===== config.mk =====
export PLATFORM = sky130hd
export DESIGN_NAME = sbht_div_cell
export DESIGN_NICKNAME = d
export VERILOG_FILES = /design/src/sbht_pkg.sv /design/src/sbht_div_cell.sv
export SDC_FILE = /design/constraint.sdc
export NUM_CORES = 1
export LEC_CHECK = 0
export BUFFER_PORTS_ARGS = -buffer_cell sky130_fd_sc_hd__buf_2
export CORE_UTILIZATION = 26
export DETAILED_ROUTE_END_ITERATION = 10
export GPL_TIMING_DRIVEN = 0
export PLACE_DENSITY = 0.46
export SYNTH_ARGS = -nofsm -noshare
export SYNTH_HDL_FRONTEND = slang
export SYNTH_SLANG_ARGS = --single-unit

===== constraint.sdc =====
create_clock -name clk -period 2.8 [get_ports clk]
set_input_delay 0.28 -clock clk [delete_from_list [all_inputs] [get_ports clk]]
set_output_delay 0.28 -clock clk [all_outputs]
set_load 0.1 [all_outputs]

===== src/sbht_pkg.sv =====
// Package for the swept box hit time block.
// Holds the slab front end's compare-result type and the divider row's control struct.
// No dependencies.
package sbht_pkg;

  // Rational compare outcome
  typedef enum logic [1:0] {
    CMP_LT = 2'd0,
    CMP_EQ = 2'd1,
    CMP_GT = 2'd2
  } cmp_t;

  // Control that travels with an item down the divider row
  typedef struct packed {
    logic hit;
    logic normal_on_y;
    logic normal_negative;
  } sbht_ctl_t;

endpackage


===== src/sbht_div_cell.sv =====
// One restoring-division cell of the entry-time divider row.
// Produces one quotient bit per cell and hands remainder, divisor and flags on.
// Depends on sbht_pkg.
module sbht_div_cell #(
  parameter int RW = 28,
  parameter int QW = 17
) (
  input  logic                   clk,
  input  logic                   rst,
  input  logic                   adv,
  input  logic                   in_valid,
  input  logic [RW-1:0]          in_rem,
  input  logic [RW-1:0]          in_den,
  input  logic [QW-1:0]          in_q,
  input  sbht_pkg::sbht_ctl_t    in_ctl,
  output logic                   out_valid,
  output logic [RW-1:0]          out_rem,
  output logic [RW-1:0]          out_den,
  output logic [QW-1:0]          out_q,
  output sbht_pkg::sbht_ctl_t    out_ctl
);

  logic [RW:0] shifted;
  logic        take;

  // shift remainder, compare, subtract
  assign shifted = {in_rem, 1'b0};
  assign take    = shifted >= {1'b0, in_den};

  always_ff @(posedge clk) begin
    if (rst) begin
      out_valid <= 1'b0;
    end else if (adv) begin
      out_valid <= in_valid;
    end
  end

  always_ff @(posedge clk) begin
    if (adv) begin
      out_rem <= take ? RW'(shifted - {1'b0, in_den}) : RW'(shifted);
      out_den <= in_den;
      out_q   <= {in_q[QW-2:0], take};
      out_ctl <= in_ctl;
    end
  end

endmodule


==> impl_metrics.tcl <==
set metrics [dict create \
    drt-initial-drc-count 187 \
    ir_drop_uv 267 \
    cp.required_ns 2.89 \
    finalCritPeriodShare_pct 97.0 \
    grt_max_degree 50 \
    finalMaxSlewViolations 0 \
    grt_pass1_wl_mm 18.9 \
    min_path_cells 2 \
    drive_above_1_share_pct 40.1 \
    crit_type "primary input to flop" \
    dp_hpwl_mm 9.00 \
    cts_tree "done" \
    cts_buffers 9 \
    p_leak_nw 2.60 \
    ctsResizeCount 0 \
    area.growth.synth_to_final_pct 31.9 \
    hp-start "rst" \
    report.final.hold_viol_count 0 \
    path_max_fanout 8 \
    slew_headroom_pct 65.2 \
    synth-main-ff-cell "edfxtp_1" \
    end_kind "flop" \
    syn_nets 475 \
    synth-seq-area-share_pct 52.6 \
    avgViaCountPerCell 4.51 \
    power_density_mw_per_mm2 742 \
    fin_crit_ns 2.72 \
    drv_cap 0 \
    io_pins 157 \
    ys_ff_latch 77 \
    hold_class "primary input to flop" \
    dr.pass1.iters 7 \
    die-height_um 132 \
    stdcell_area_sq_mm 0.00578 \
    finalSetupTns_ns 0 \
    tightest_slew_ns 0.517 \
    routedWlPerCell_um 15.3 \
    routed_wirelength_mm 11.6 \
    rr_endpoint "out_valid" \
    grt_setup_unrepaired "yes" \
    die_w_um 132 \
    syn-instance-count 366 \
    drc 2 \
    fmax_mhz 368 \
    violations "DRC" \
    final-setup-viol-count 0 \
    vias 3418 \
    cts_max_level 3 \
    place_congestion 0.746 \
    initial_core_util_pct 26.5 \
    whs_ns 0.0810 \
    fin_worst_skew_ns 0 \
    ant_nets 0 \
    outcome "complete, but fails checks" \
    synth-edff-count 76 \
    path_clk_slew_ns 0.07 \
    reg2reg_from "out_valid" \
    cts.sinks 77 \
    worst_setup_path_start_kind "primary input" \
    clk_latency_ns 0.35 \
    grt.total_usage_pct 14.0 \
    synth-async-reset-ratio_pct 0 \
    yosys_warnings 0 \
    worstPathArrival_ns 2.81 \
    avgSynthCellArea_sq_um 12.0 \
    cts_hold_buf 0 \
    die-area_sq_mm 0.0174 \
    power.total_mw 4.28 \
    cts_max_path_buffers 2 \
    syn-cell-area_sq_mm 0.00438 \
    rrSetupSlack_ns 2.18 \
    grt_overflow_total 0 \
    nets 642 \
    antenna_found_initial 0 \
    synth.distinct_cells 59 \
    first_global_vias 3645 \
    post-cts-setup-buffers 0 \
    coreArea_sq_mm 0.0165 \
    whs_endpoint "out_valid" \
    dpl_cell_area_sq_mm 0.00546 \
    diodes 0 \
    rows 47 \
    cts-root-buf "clkbuf_16" \
    port_buffers 155 \
    ff2ff_path_depth 2 \
]
-- cells in the mapped netlist, drive strengths merged (2+ instances only) --
library cell | n | area share, %
a211oi | 4 | 0.69
a21boi | 4 | 0.69
a21o | 17 | 2.9
a21oi | 19 | 2.3
a31oi | 3 | 0.43
and2 | 2 | 0.29
and3 | 8 | 1.3
and4 | 2 | 0.46
buf | 8 | 1.5
clkbuf | 3 | 0.26
edfxtp | 76 | 52
ha | 28 | 8.0
inv | 35 | 3.0
mux2 | 22 | 5.7
nand2 | 22 | 2.1
nand3 | 13 | 1.7
nor2 | 14 | 1.2
nor2b | 7 | 1.0
nor3 | 6 | 0.69
o2111ai | 2 | 0.40
o211a | 3 | 0.69
o211ai | 2 | 0.34
o21a | 5 | 0.86
o21ai | 15 | 1.7
o31ai | 4 | 0.69
or4 | 2 | 0.43
xnor2 | 12 | 2.4
xor2 | 7 | 1.4
-- stage by stage --
| step | instances | utilization (%) | setup slack (ns) |
|---|---|---|---|
| after CTS | 758 | 34.8 | 0.0286 |
| after global placement | 741 | 32.9 | -0.369 |
| after floorplan | 366 | - | 0.145 |
| final | 758 | 35.0 | 0.0831 |
| after global routing | 758 | 35.0 | -0.0324 |
| after detailed placement | 742 | 33.0 | -0.324 |
-- layer usage --
layer	track usage [%]	up-vias	share of wire, %
met2	22.4	105	47
met1	17.9	1597	47
met3	3.11	12	4.9
met4	6.52	0	1.3
met5	0	-	0
li1	-	1704	-
-- where the power goes --
group / internal [mW] / leakage, nW / switching (mW)
logic: 0.369 / 1.70 / 1.28
clock network: 0.635 / 0.149 / 0.544
registers: 1.42 / 0.752 / 0.0287
-- critical path, cell delays in order --
cell and delay (ns):
buf_2 0.08, inv_1 0.04, ha_1 0.28, buf_6 0.14, a21o_1 0.18, a21o_1 0.17
a21o_1 0.21, o311ai_2 0.43, a21boi_1 0.16, or2_1 0.29, and4_4 0.19, o32a_1 0.35
-- placed cells by master (no fill, tap or decap), drive strengths merged, types with 3 or more instances in the layout --
cell	instances
buf	164
edfxtp	76
inv	42
ha	28
nand2	22
mux2	22
a21oi	19
a21o	17
o21ai	15
nor2	14
nand3	13
xnor2	12
clkbuf	12
and3	8
nor2b	7
xor2	7
nor3	6
o21a	5
o31ai	4
a211oi	4
a21boi	4
a31oi	3
o211a	3
-- final cells by class --
class,count,area (sq um)
inverter,36,140
sequential,77,2300
clock inverter,7,71.3
buffer,11,78.8
clock buffer,9,225
timing repair buffer,156,806
tap,220,275
fill,1694,10700
multi-input combinational,242,1880
-- logic make-up after synthesis --
family	count (synthesis)	share of synthesized area (%)
flip-flops	77	52.6
AO/OA/AOI/OAI	90	14.4
buffers and inverters	47	5.00
XOR/XNOR	19	3.80
AND/OR/NAND/NOR	81	9.89
multiplexers	23	5.89
adder cells (fa/ha/maj)	29	8.46
-- worst max path at each step --
stage                          start          end  slack (ns)  cells after the start
final                     in_den[10]  out_rem[27]        0.08                     12
after global routing       in_rem[0]  out_rem[26]       -0.03                     11
after CTS                  in_rem[0]  out_rem[26]        0.03                     11
after detailed placement  in_den[12]  out_rem[12]       -0.32                     12
after global placement     in_rem[0]  out_rem[26]       -0.37                     11
after floorplan           in_den[14]  out_rem[10]        0.15                     12
-- registers in the layout, indices dropped and copies added (netlist names) --
signal / count
out_ctl: 3
out_den: 28
out_q: 17
out_rem: 28
out_valid: 1
Note: power is estimated with default switching activity, not from simulation.
